===== config.mk =====
export PLATFORM = sky130hd
export DESIGN_NAME = cfirlp_ram
export DESIGN_NICKNAME = d
export VERILOG_FILES = /design/src/design/cfirlp_ram.sv
export SDC_FILE = /design/constraint.sdc
export NUM_CORES = 1
export LEC_CHECK = 0
export ABC_AREA = 1
export BUFFER_PORTS_ARGS = -buffer_cell sky130_fd_sc_hd__buf_2
export CELL_PAD_IN_SITES_DETAIL_PLACEMENT = 1
export CELL_PAD_IN_SITES_GLOBAL_PLACEMENT = 2
export CORE_ASPECT_RATIO = 1.4
export CORE_UTILIZATION = 49
export CTS_BUF_LIST = sky130_fd_sc_hd__clkbuf_4
export DETAILED_ROUTE_END_ITERATION = 8
export PLACE_DENSITY_LB_ADDON = 0.05
export SETUP_SLACK_MARGIN = 0.05
export SLEW_MARGIN = 20
export SYNTH_ARGS = -nofsm -noshare
export SYNTH_HDL_FRONTEND = slang
export SYNTH_SLANG_ARGS = --single-unit
export TNS_END_PERCENT = 20

===== constraint.sdc =====
create_clock -name i_clk -period 3.55 [get_ports i_clk]
set_input_delay 0.71 -clock i_clk [delete_from_list [all_inputs] [get_ports i_clk]]
set_output_delay 0.71 -clock i_clk [all_outputs]
set_load 0.005 [all_outputs]

===== src/design/cfirlp_ram.sv =====
`timescale 1ns / 1ps
// ---------------------------------------------------------------------------
// cfirlp_ram: one-write one-read synchronous RAM with per-entry valid bits
// Read data is registered. An entry never written since reset reads as zero.
// ---------------------------------------------------------------------------
module cfirlp_ram #(
    parameter int WIDTH = 16,
    parameter int DEPTH = 64
) (
    input  logic                     i_clk,
    input  logic                     i_rst_n,
    input  logic                     i_wr_en,
    input  logic [$clog2(DEPTH)-1:0] i_wr_addr,
    input  logic [WIDTH-1:0]         i_wr_data,
    input  logic [$clog2(DEPTH)-1:0] i_rd_addr,
    output logic [WIDTH-1:0]         o_rd_data
);

    logic [WIDTH-1:0] r_mem [DEPTH];
    logic [DEPTH-1:0] r_valid;
    logic [WIDTH-1:0] r_rd_data;
    logic             r_rd_hit;

    always_ff @(posedge i_clk) begin
        if (i_wr_en) begin
            r_mem[i_wr_addr] <= i_wr_data;
        end
        r_rd_data <= r_mem[i_rd_addr];
    end

    always_ff @(posedge i_clk) begin
        if (!i_rst_n) begin
            r_valid  <= '0;
            r_rd_hit <= 1'b0;
        end else begin
            if (i_wr_en) begin
                r_valid[i_wr_addr] <= 1'b1;
            end
            r_rd_hit <= r_valid[i_rd_addr];
        end
    end

    assign o_rd_data = r_rd_hit ? r_rd_data : '0;

endmodule


### Word-level counts from Yosys, hierarchy flattened

Memory sizes are Yosys's and may differ from the RTL's. A register that Yosys moved wholly into a read port is not among the register bits.
Index checks and enable logic that the tools add are counted.

| storage, ports and cells | value |
|---|---|
| register bits after elaboration | 65 |
| bits in writable memories | 1024 |
| bits of input ports | 31 |
| output and inout bits | 16 |
| memories kept | 1 |

Memories:

| memory | words | width | rd ports | clocked after Yosys merged registers in | wr ports | RTL line | text |
|---|---|---|---|---|---|---|---|
| r_mem | 64 | 16 | 1 | 1 | 1 | 19 | `logic [WIDTH-1:0] r_mem [DEPTH];` |

| operators by class | value |
|---|---|
| order comparisons | 3 |
| multiplexer cells | 7 |
| bitwise operators | 1 |
| reduce and logical (&&, ||, !) cells | 1 |

Operator list:

| kind | number |
|---|---|
| bitwise OR 64 bit | 1 |
| two-way mux 16 bit | 1 |
| < comparator 6 x 7 -> 1 bit (second input constant) | 2 |
| binary-select mux 1 bit (select 6 bit) | 1 |
| demux 1 bit (select 6 bit) | 1 |
| greater-or-equal comparator 6 x 1 -> 1 bit (second input constant) | 1 |
| two-way mux 1 bit | 4 |
| logical AND 1 bit | 1 |

### Depth between registers and ports, before layout

| logic depth | value |
|---|---|
| depth in word-level cells | 5 |
| gate-level depth with buffers | 12 |
| mapped depth without buffers | 9 |

### Worst setup path before layout

No wires, ideal clock.

| timing | value |
|---|---|
| path type | in2reg |
| from | in i_wr_en |
| to | mem r_mem[55][0] (enable) |
| setup time | 390 ps |
| arrival | 1959 ps |
| required time | 3160 ps |
| slack | 1201 ps |
| stages on the path | 4 |
| buffers on the path | 0 |
| cell sequence | clkinv_1 nor3_1 inv_1 nor2_1 |

| on the way | value |
|---|---|
| cells in the longest elaborated chain, start to end | 2 |

Ends and longest elaborated chain:

| item | RTL line | text |
|---|---|---|
| start, declared | 12 | `input logic i_wr_en,` |
| two-way mux 1 bit | 25 | `if (i_wr_en) begin` |
| two-way mux 1 bit (not written as such) | 26 | `r_mem[i_wr_addr] <= i_wr_data;` |
| end, declared | 19 |  |

No other way between the ends.

### Final worst setup path

| timing | value |
|---|---|
| from | reg r_rd_hit |
| to | out o_rd_data[7] |

| on the way | value |
|---|---|
| cells in the longest elaborated chain, start to end | 1 |

Ends and longest elaborated chain:

| item | RTL line | text |
|---|---|---|
| start, declared | 22 | `logic r_rd_hit;` |
| start signal, assigned | 39 | `r_rd_hit <= r_valid[i_rd_addr];` |
| two-way mux 16 bit | 43 | `assign o_rd_data = r_rd_hit ? r_rd_data : '0;` |
| end, declared | 16 | `output logic [WIDTH-1:0] o_rd_data` |

No other way between the ends.

==> results by group <==
Run status
  – Outcome: finished, final reports clean

Setup path
  – Critical Path Start Type: flip-flop
  – Worst R2R Path Depth: 8
  – CP Buf/Inv Count: 2
  – Reg-to-Reg Start: r_mem[37][12]
  – WP data required: 2840 ps
  – Crit path to: o_rd_data[7]
  – CP peak stage delay: 740 ps
  – Total stage count of the critical path: 3
  – Max Fanout on Critical Path: 16
  – CP Launch Point: r_rd_hit
  – Cell family with most CP delay: flip-flops
  – WP data arrival: 2540 ps
  – Slowest-stage cell, CP: dfxtp_1
  – Flop2flop setup slack: 1800 ps
  – Terminus of the critical flop-to-flop path: r_rd_data[12]
  – Crit. End Element: primary output
  – Worst-path cell chain: nand2_1 -> inv_1 -> buf_2
  – WS Path Type: flip-flop to primary output

Finish
  – Util after Layout: 55.6%
  – Share of layout cells above drive strength 1: between 10 and 15%
  – Area delta synth->final: 12.2%
  – Nets: 4144

Power and ir drop
  – Sw frac: 24.4%
  – Combinational Power Share: approximately 7.0%
  – Maximum vdd drop: 0.375 mV
  – Static leakage: about 18 nW
  – Sw power: between 6 and 7 mW
  – Total power draw: 26.4 mW
  – Clock share of power: 38.5%
  – Sequential share of power: 54.5%
  – P_int: 20.0 mW
  – PwrDens: 529 nW/um^2

Run
  – Max-Cap Viols: 0

Drt
  – Routed wire per std cell: 26.0 um
  – Detailed Routing Iterations Pass 1: 5
  – Via density: slightly below 6
  – Vias: between 30000 and 40000
  – Post-route ant nets: 0
  – Wirelength, routed: around 140000 um
  – DR iter-0 viols: 2383
  – DRC: 0

Synth
  – Post-Synth XOR/XNOR Area: 0%
  – Mapped Avg Cell Area: ~12 sq um
  – Compound-Gate Fraction of Synth Area: 3.57%
  – FF+latch count, synth: 1105
  – Cell Area, Synth: 44500 sq um
  – Gate count after technology mapping: 3850
  – Syn Nets: 3881
  – Largest family of logic cells by synthesized area: simple AND/OR/NAND/NOR gates
  – Yosys cell types: 20
  – YS warnings: 0
  – Synth Area in Simple Gates: between 10% and 20%
  – Mux contribution to synthesized area: 0%
  – Post-Synth Adder-Cell Area: 0%
  – Seq/Total Area, Yosys: between 70% and 80%

Floorplanning
  – DIE AREA: ~92000 sq um
  – Initial Utilization: 49.5%
  – Core ar.: ~90000 sq um
  – Die height: between 300 and 400 um
  – I/O Pins: 47
  – Cell Rows: 130
  – Die span in x: 257 um

CTS
  – Clock Latency Late Sink: 1220 ps
  – Root Buffer: clkbuf_4
  – Clock transition at path regs: about 70 ps
  – Post_cts resized: 0
  – H-Tree Depth: 5
  – Post-CTS setup buffer count: 0
  – CTS buffer count: 285
  – Clock Tree Buf Depth: 4
  – Clk sinks: 1105
  – CTS tree: built

Global routing
  – GRT Residual Overflow: 0
  – Largest net degree at the start of global routing: 133
  – First-pass GRT wire length: 211000 um
  – Number of global-route vias before repair: 33700
  – Initial antenna violation count: 6
  – Global-route usage over all layers: 31.4%

Worst hold path
  – Min-delay worst type: primary input to flip-flop
  – Worst Min Path Start: i_wr_data[7]

STA
  – Final setup vio count: 0
  – Hold_ws: ~150 ps
  – Slew HR: roughly a quarter
  – Max Fclk: about 0.31 GHz
  – Least-Margin Pin Slew: 1140 ps
  – Setup TNS: 0 ps
  – Endpoints failing hold: 0
  – Minimum clock period: 3250 ps
  – RSZ-0062 raised after global routing: false
  – Period utilization: between 90% and 100%
  – Pins over their slew limit: 0
  – Final WS setup: slightly below 300 ps
  – Clock skew: 65.6 ps

Placement
  – IO Port Bufs: 46
  – HPWL Detailed: between 80000 and 90000 um
  – Dpl ws: 526 ps
  – Final GP Congestion: between 0.8 and 0.9
==> how the worst min path moves through the flow <==
stage | to | slack (ps) | cells past startpoint
3_3_place_gp | r_valid[22] | 450 | 2
2_1_floorplan | r_valid[11] | 440 | 2
3_5_place_dp | r_valid[49] | 460 | 2
5_1_grt | r_mem[62][7] | 40 | 1
6_report | r_mem[61][7] | 150 | 1
4_1_cts | r_mem[61][7] | 9 | 1
==> synth_stat cells <==
| cell | n | share of area [%] |
|---|---|---|
| edfxtp_1 | 1024 | 69 |
| buf_1 | 20 | 0.17 |
| inv_2 | 3 | 0.025 |
| nor3_1 | 14 | 0.16 |
| nor2_1 | 314 | 2.6 |
| buf_6 | 27 | 0.68 |
| inv_4 | 1 | 0.014 |
| clkinv_1 | 2 | 0.017 |
| inv_1 | 95 | 0.80 |
| buf_8 | 2 | 0.068 |
| o21ai_1 | 67 | 0.75 |
| buf_2 | 111 | 1.2 |
| clkbuf_1 | 54 | 0.46 |
| dfxtp_1 | 81 | 3.6 |
| a21oi_1 | 81 | 0.91 |
| o21ai_0 | 109 | 1.2 |
| buf_4 | 29 | 0.49 |
| nand2_1 | 1074 | 9.1 |
| nand3_1 | 694 | 7.8 |
| o22ai_1 | 48 | 0.68 |
==> final cells by class <==
class,instances,area (sq um)
Fill cell,9623,39900
Sequential cell,1105,32400
Timing Repair Buffer,219,1980
Tap cell,1188,1490
Antenna cell,8,20.0
Clock inverter,62,236
Inverter,101,408
Clock buffer,402,3020
Multi-Input combinational cell,2401,10400
==> cell usage in the layout (no fill, tap or decap) <==
cell and count:
o21ai_0 109, o21ai_1 67, edfxtp_1 1024, nor3_1 14, a21oi_1 81, buf_2 42, o22ai_1 48, clkinv_1 55
clkbuf_4 402, diode_2 8, nor2_1 300, inv_6 1, nand2_1 1074, buf_6 1, inv_2 8, dfxtp_1 81
nor2_2 14, clkinv_2 3, buf_8 2, inv_8 1, nand3_1 694, buf_4 132, inv_1 94, buf_12 32
inv_16 1, dlygate4sd3_1 10
==> registers in the layout (all words and copies together) (netlist names) <==
signal and cells:
r_mem 1024, r_valid 64, r_rd_data 16, r_rd_hit 1
==> metrics by stage <==
step / area (sq um) / cells
6_report: 49900 / 5486
5_1_grt: 49900 / 5483
4_1_cts: 49900 / 5477
3_5_place_dp: 46500 / 5004
3_3_place_gp: 46500 / 5004
2_1_floorplan: 44500 / 3850
==> metal layers <==
layer	routed length (um)	global-route usage (%)
met3	8380	6.42
met2	71400	53.7
met5	13	0
met1	55800	37.6
met4	6850	16.5
==> logic make-up after synthesis <==
| family | Yosys count |
|---|---|
| AO/OA/AOI/OAI | 305 |
| buffers and inverters | 344 |
| flip-flops | 1105 |
| AND/OR/NAND/NOR | 2096 |
==> power by group through the flow <==
stage | Sequential [mW] | Combinational (mW) | Clock, mW
5_1_grt | 14.4 | 1.98 | 11.0
4_1_cts | 14.4 | 1.85 | 10.4
3_5_place_dp | 14.7 | 1.84 | 0
2_1_floorplan | 14.6 | 0.951 | 0
3_3_place_gp | 14.7 | 1.78 | 0
6_report | 14.4 | 1.85 | 10.2
==> repair_timing <==
| action | CTS | global route |
|---|---|---|
| endpoints found under the setup margin | 0 | 0 |
| hold buffers | 9 | 1 |
| hold endpoints to repair | 201 | 4 |
(Power assumes the default switching activity.)
