===== config.mk =====
export PLATFORM = sky130hd
export DESIGN_NAME = cfirlp_mac
export DESIGN_NICKNAME = d
export VERILOG_FILES = /design/src/design/cfirlp_pkg.sv /design/src/design/cfirlp_mac.sv
export SDC_FILE = /design/constraint.sdc
export NUM_CORES = 2
export LEC_CHECK = 0
export CAP_MARGIN = 25
export CELL_PAD_IN_SITES_DETAIL_PLACEMENT = 1
export CELL_PAD_IN_SITES_GLOBAL_PLACEMENT = 1
export CORE_MARGIN = 2
export CORE_UTILIZATION = 50
export DETAILED_ROUTE_END_ITERATION = 6
export DONT_BUFFER_PORTS = 1
export PLACE_DENSITY_LB_ADDON = 0.1
export SLEW_MARGIN = 15
export SYNTH_ARGS = -nofsm -noshare
export SYNTH_HDL_FRONTEND = slang
export SYNTH_SLANG_ARGS = --single-unit

===== constraint.sdc =====
create_clock -name i_clk -period 7.4 [get_ports i_clk]
set_input_delay 0.37 -clock i_clk [delete_from_list [all_inputs] [get_ports i_clk]]
set_output_delay 0.37 -clock i_clk [all_outputs]
set_load 0.005 [all_outputs]

===== src/design/cfirlp_pkg.sv =====
`timescale 1ns / 1ps
// ---------------------------------------------------------------------------
// cfirlp_pkg: shared definitions for the complex I/Q FIR filter
// Sizes, operation codes and the control word passed to the MAC datapath.
// ---------------------------------------------------------------------------
package cfirlp_pkg;

    localparam int MAX_TAPS     = 64;
    localparam int SAMPLE_WIDTH = 16;
    localparam int COEF_WIDTH   = 16;

    localparam int ADDR_W       = $clog2(MAX_TAPS);
    localparam int CNT_W        = $clog2(MAX_TAPS + 1);
    localparam int TAP_CFG_W    = 7;
    localparam int COEF_IDX_W   = 6;
    localparam int PROD_W       = SAMPLE_WIDTH + COEF_WIDTH;
    localparam int ACC_W        = PROD_W + $clog2(MAX_TAPS);

    // Operation codes carried by an input word.
    localparam logic OP_FILTER = 1'b0;
    localparam logic OP_COEF   = 1'b1;

    // Control from the sequencer to the multiply-accumulate datapath.
    typedef struct packed {
        logic clear;       // zero both accumulators
        logic data_valid;  // memory read data holds one tap this cycle
    } t_mac_ctrl;

endpackage


===== src/design/cfirlp_mac.sv =====
`timescale 1ns / 1ps
// ---------------------------------------------------------------------------
// cfirlp_mac: dual real-coefficient multiply-accumulate with round/saturate
// One I and one Q product per tap, registered, then summed exactly.
// ---------------------------------------------------------------------------
module cfirlp_mac (
    input  logic                                     i_clk,
    input  logic                                     i_rst_n,
    input  cfirlp_pkg::t_mac_ctrl                    i_ctrl,
    input  logic signed [cfirlp_pkg::SAMPLE_WIDTH-1:0] i_data_i,
    input  logic signed [cfirlp_pkg::SAMPLE_WIDTH-1:0] i_data_q,
    input  logic signed [cfirlp_pkg::COEF_WIDTH-1:0]   i_coef,
    output logic signed [cfirlp_pkg::SAMPLE_WIDTH-1:0] o_res_i,
    output logic signed [cfirlp_pkg::SAMPLE_WIDTH-1:0] o_res_q
);

    localparam int SW = cfirlp_pkg::SAMPLE_WIDTH;
    localparam int FB = cfirlp_pkg::COEF_WIDTH - 1;
    localparam int RW = cfirlp_pkg::ACC_W + 1;
    localparam logic signed [RW-1:0] HALF   = {{(RW-FB){1'b0}}, 1'b1, {(FB-1){1'b0}}};
    localparam logic signed [RW-1:0] SAT_HI = {{(RW-SW+1){1'b0}}, {(SW-1){1'b1}}};
    localparam logic signed [RW-1:0] SAT_LO = ~SAT_HI;

    logic signed [cfirlp_pkg::PROD_W-1:0] r_prod_i, r_prod_q;
    logic                                 r_prod_valid;
    logic signed [cfirlp_pkg::ACC_W-1:0]  r_acc_i, r_acc_q;

    // Add one half, floor-shift, then clamp to the sample range.
    function automatic logic signed [SW-1:0] round_sat(
        input logic signed [cfirlp_pkg::ACC_W-1:0] acc
    );
        logic signed [RW-1:0] sum;
        logic signed [RW-1:0] shifted;
        logic signed [SW-1:0] res;
        sum     = RW'(acc) + HALF;
        shifted = sum >>> FB;
        if (shifted > SAT_HI) begin
            res = SAT_HI[SW-1:0];
        end else if (shifted < SAT_LO) begin
            res = SAT_LO[SW-1:0];
        end else begin
            res = shifted[SW-1:0];
        end
        return res;
    endfunction

    always_ff @(posedge i_clk) begin
        r_prod_i <= i_data_i * i_coef;
        r_prod_q <= i_data_q * i_coef;
    end

    always_ff @(posedge i_clk) begin
        if (!i_rst_n) begin
            r_prod_valid <= 1'b0;
        end else begin
            r_prod_valid <= i_ctrl.data_valid;
        end
    end

    always_ff @(posedge i_clk) begin
        if (i_ctrl.clear) begin
            r_acc_i <= '0;
            r_acc_q <= '0;
        end else if (r_prod_valid) begin
            r_acc_i <= r_acc_i + cfirlp_pkg::ACC_W'(r_prod_i);
            r_acc_q <= r_acc_q + cfirlp_pkg::ACC_W'(r_prod_q);
        end
    end

    assign o_res_i = round_sat(r_acc_i);
    assign o_res_q = round_sat(r_acc_q);

endmodule


After elaboration in Yosys (flattened, before gate mapping) --
Cells that the tools add are included.
Storage, ports and cells: input bits 52, register bits 141
Cells by class: order comparisons 4, multipliers 2, add/subtract/negate cells 4, muxes and demuxes 4
Operators with widths (count):
- 38-bit by 16-bit adder with 39-bit output, second input constant | 2
- 38-bit by 32-bit adder with 38-bit output | 2
- 16-bit by 16-bit multiplier with 32-bit output | 2
- 16-bit two-way mux | 4
- 24-bit by 16-bit > comparator with 1-bit output, second input constant | 2
- 24-bit by 16-bit < comparator with 1-bit output, second input constant | 2

Depth between registers and ports, before layout --
depth after elaboration 4, gate-level depth with buffers 25, gate-level depth less buffers 24

Worst setup path before layout --
OpenSTA, ideal clock, no wires.
kind input port to flip-flop, start input i_coef[15] in the netlist's numbering, end register r_prod_q[30] in the netlist's numbering, path buffers 1, data arrival time 6.050 ns, data required time 7.321 ns, cell stages on the path 21, slack 1.271 ns, path through inv_1 > clkbuf_1 > nor2_1 > fa_1 > fa_1 > fa_1 > fa_1 > fa_1 > inv_1 > fa_1 > inv_1 > ha_1 > and3_1 > o21a_1 > a21oi_1 > o21ai_0 > a31oi_1 > o221ai_1 > o41ai_1 > nand3_1 > o211ai_1
Between the ends: longest elaborated chain between the ends 1
Ends and longest elaborated chain:
- from (decl) | line cfirlp_mac.sv:12 | input logic signed [cfirlp_pkg::COEF_WIDTH-1:0] i_coef,
- 16-bit by 16-bit multiplier with 32-bit output | line cfirlp_mac.sv:49 | r_prod_q <= i_data_q * i_coef;
- to (signal assigned) | line cfirlp_mac.sv:49
- to (decl) | line cfirlp_mac.sv:24 | logic signed [cfirlp_pkg::PROD_W-1:0] r_prod_i, r_prod_q;
No other way between the ends. A chain may end at the register's enable or synchronous reset.

Final worst setup path --
Same ends and word-level chain as after synthesis.

==> results.tsv <==
metric	value	unit
ys_seq_area_frac	0.0991	
core-area	56400	µm²
grt_pass1_wl	132	mm
clk_pin_slew	60	ps
worstPathMaxFanout	11	
wirelength	80.5	mm
drc_errors	0	
gr-usage-met3	0.0307	
initial_core_util	0.505	
cts_setup_buffers	0	
min_path_type	input pin to register	
vias	22200	
die_area	58900	µm²
clock_latency	460	ps
ctsHoldBuffers	3	
rsz0062_at_grt	no	
ctsRootBufferMaster	clkbuf_16	
synth_area_per_cell	8.72	µm²
max_freq	164	MHz
antenna_found_initial	2	
cpMostUsedCell	fa_1	
rows	87	
port_buffers	0	
multi_input_area	22700	µm²
hpwl	64.9	mm
seq_area	2830	µm²
tritoncts	done	
min_period_over_period	0.823	
critPathKind	input pin to register	
fin_nets	3999	
htreeDepth	4	
min_period	6090	ps
timing.rr.start	r_acc_q[0]	
cts_buffer_depth	2	
die_y	243	µm
critPathCapture	r_prod_q[30]	
synth_top_area_share	0.370	
status	finished clean	
synth_edf_count	0	
vias_per_cell	5.61	
cts_made_buffers	17	
cts.sinks	141	
drive_above_1_share	0.0175	
crit_required	7780	ps
async_flop_share	0	
cp_top_family	adder cells	
drv_cap	0	
grt-busiest-layer	met2	
drt_iter0_markers	1128	
end_kind	register	
worstSetupStartpoint	i_coef[15]	
r2r_end	r_acc_q[30]	
reg2reg_depth	13	
postCtsResizedCells	0	
yosysUniqueCellTypes	69	
synthesis.nets	4087	
grt_pass1_vias	25100	
critPathArrivalTime	6470	ps
worst-path-buf-inv	3	
netlist_area	28500	µm²
timing.hold.ws	37.4	ps
nFillCells	6686	
cp-start-kind	input pin	
r2r_slack	3740	ps
ios	84	
synth_seq_cells	141	
postRouteAntennaNets	0	
path_cells	inv_1 > nor2_1 > fa_1 > fa_1 > fa_1 > fa_1 > fa_1 > inv_1 > fa_1 > inv_1 > ha_1 > and3_1 > o21a_1 > a21oi_1 > o21ai_0 > a31oi_1 > o221ai_1 > o41ai_1 > nand3_1 > o211ai_1	
grtUsageMet1	0.353	
post-synth-top-area-cell	fa_1	
hold_viol_final	0	
wl_per_cell	20.4	µm
slew_headroom	0.367	
cp.depth	20	
max_stage_delay	560	ps
finClkSkew	18.0	ps
synth.area.top_cells	fa_1 (37%), ha_1 (11%), dfxtp_1 (9.9%)	
setup_viol	0	
syn_inst	3269	
worstMarginPinSlew	948	ps
finalSetupTns	0	ps
slew_violations	0	
grt_max_degree	50	
syn_to_final_growth	4.12	%
yosysWarningCount	0	
grt-ovfl-total	0	
crit_slowest_cell	fa_1	
fp.dieW	243	µm
synth_ff_type	dfxtp_1	
place_congestion	0.883	
dr.pass1.iters	5	
globalRouteMet2Util	0.520	
track_usage	0.284	
==> Yosys cell counts (all sizes together) (26+ instances only) <==
master / instances
mux2i: 36
o21ai: 99
nand2: 317
dfxtp: 141
fa: 526
nor3: 36
a21o: 51
xnor2: 96
nand3: 58
nor2: 170
inv: 670
a21oi: 115
xor2: 56
a211oi: 26
clkbuf: 107
and2: 247
ha: 240
==> stage by stage <==
| step | utilization | cell area, µm² | setup slack, ps | std cells |
|---|---|---|---|---|
| 6_report | 0.526 | 29700 | 1310 | 3951 |
| 3_5_place_dp | 0.515 | 29000 | 823 | 3913 |
| 2_1_floorplan | - | 28500 | 1270 | 3269 |
| 5_1_grt | 0.526 | 29700 | 908 | 3950 |
| 3_3_place_gp | 0.515 | 29000 | 1030 | 3912 |
| 4_1_cts | 0.526 | 29600 | 1300 | 3948 |
==> registers in the layout, summed over array words and instances (netlist names) <==
register,count
r_acc_i,38
r_acc_q,38
r_prod_i,32
r_prod_q,32
r_prod_valid,1
==> layout make-up <==
class	instances	area share
Antenna cell	1	0.0000844
Tap cell	756	0.0319
Clock buffer	19	0.0156
Multi-Input combinational cell	2342	0.766
Clock inverter	13	0.00350
Timing Repair Buffer	9	0.00312
Inverter	670	0.0848
Sequential cell	141	0.0953
==> layout by cell type (no fill, tap or decap), types with 16 or more instances in the layout <==
master,n
inv_1,669
fa_1,526
nand2_1,317
and2_1,247
ha_1,240
nor2_1,170
dfxtp_1,140
a21oi_1,113
xnor2_1,96
o21ai_0,93
nand3_1,58
xor2_1,56
a21o_1,51
nor3_1,36
mux2i_1,36
a211oi_1,26
o21a_1,21
nor2b_1,21
and3_1,21
a31oi_1,20
nand2b_1,18
clkbuf_16,18
o21bai_1,16
nand4_1,16
a211o_1,16
==> layer usage <==
| metal | part of all wire | vias to the layer above |
|---|---|---|
| met5 | 0 | - |
| met4 | 0.025 | 0 |
| met3 | 0.040 | 122 |
| met2 | 0.52 | 450 |
| met1 | 0.42 | 11600 |
| li1 | - | 10000 |
==> how the worst min path moves through the flow <==
stage               slack (ps)   startpoint           to  depth (start not counted)
global placement           460    i_ctrl[1]   r_acc_q[4]                          1
detailed placement         460    i_ctrl[1]  r_acc_q[37]                          1
CTS                         20    i_ctrl[1]  r_acc_q[33]                          1
finish                      40    i_ctrl[1]  r_acc_q[33]                          1
global route                30    i_ctrl[1]  r_acc_q[33]                          1
floorplan                  460  r_acc_i[13]  r_acc_i[13]                          2
==> worst register-to-register path, cell delays in order (launching register included) <==
cell and delay [ps]:
dfxtp_1 330, ha_1 190, inv_1 70, fa_1 390, nor2b_1 160, o21ai_0 140
a21boi_0 430, o41ai_1 180, a21oi_1 460, o2bb2ai_1 250, o221a_2 330, a31oi_1 110
or4_1 410, o311ai_0 100
==> cells by family after synthesis <==
kind of cell,share of synthesized area
XOR/XNOR,0.0467
buffers and inverters,0.104
multiplexers,0.0130
AND/OR/NAND/NOR,0.164
adder cells (fa/ha/maj),0.475
flip-flops,0.0991
AO/OA/AOI/OAI,0.0988
Power is left out: the tool's default activity adds up to more than one toggle a clock period on the data nets, which glitch-free logic cannot reach.
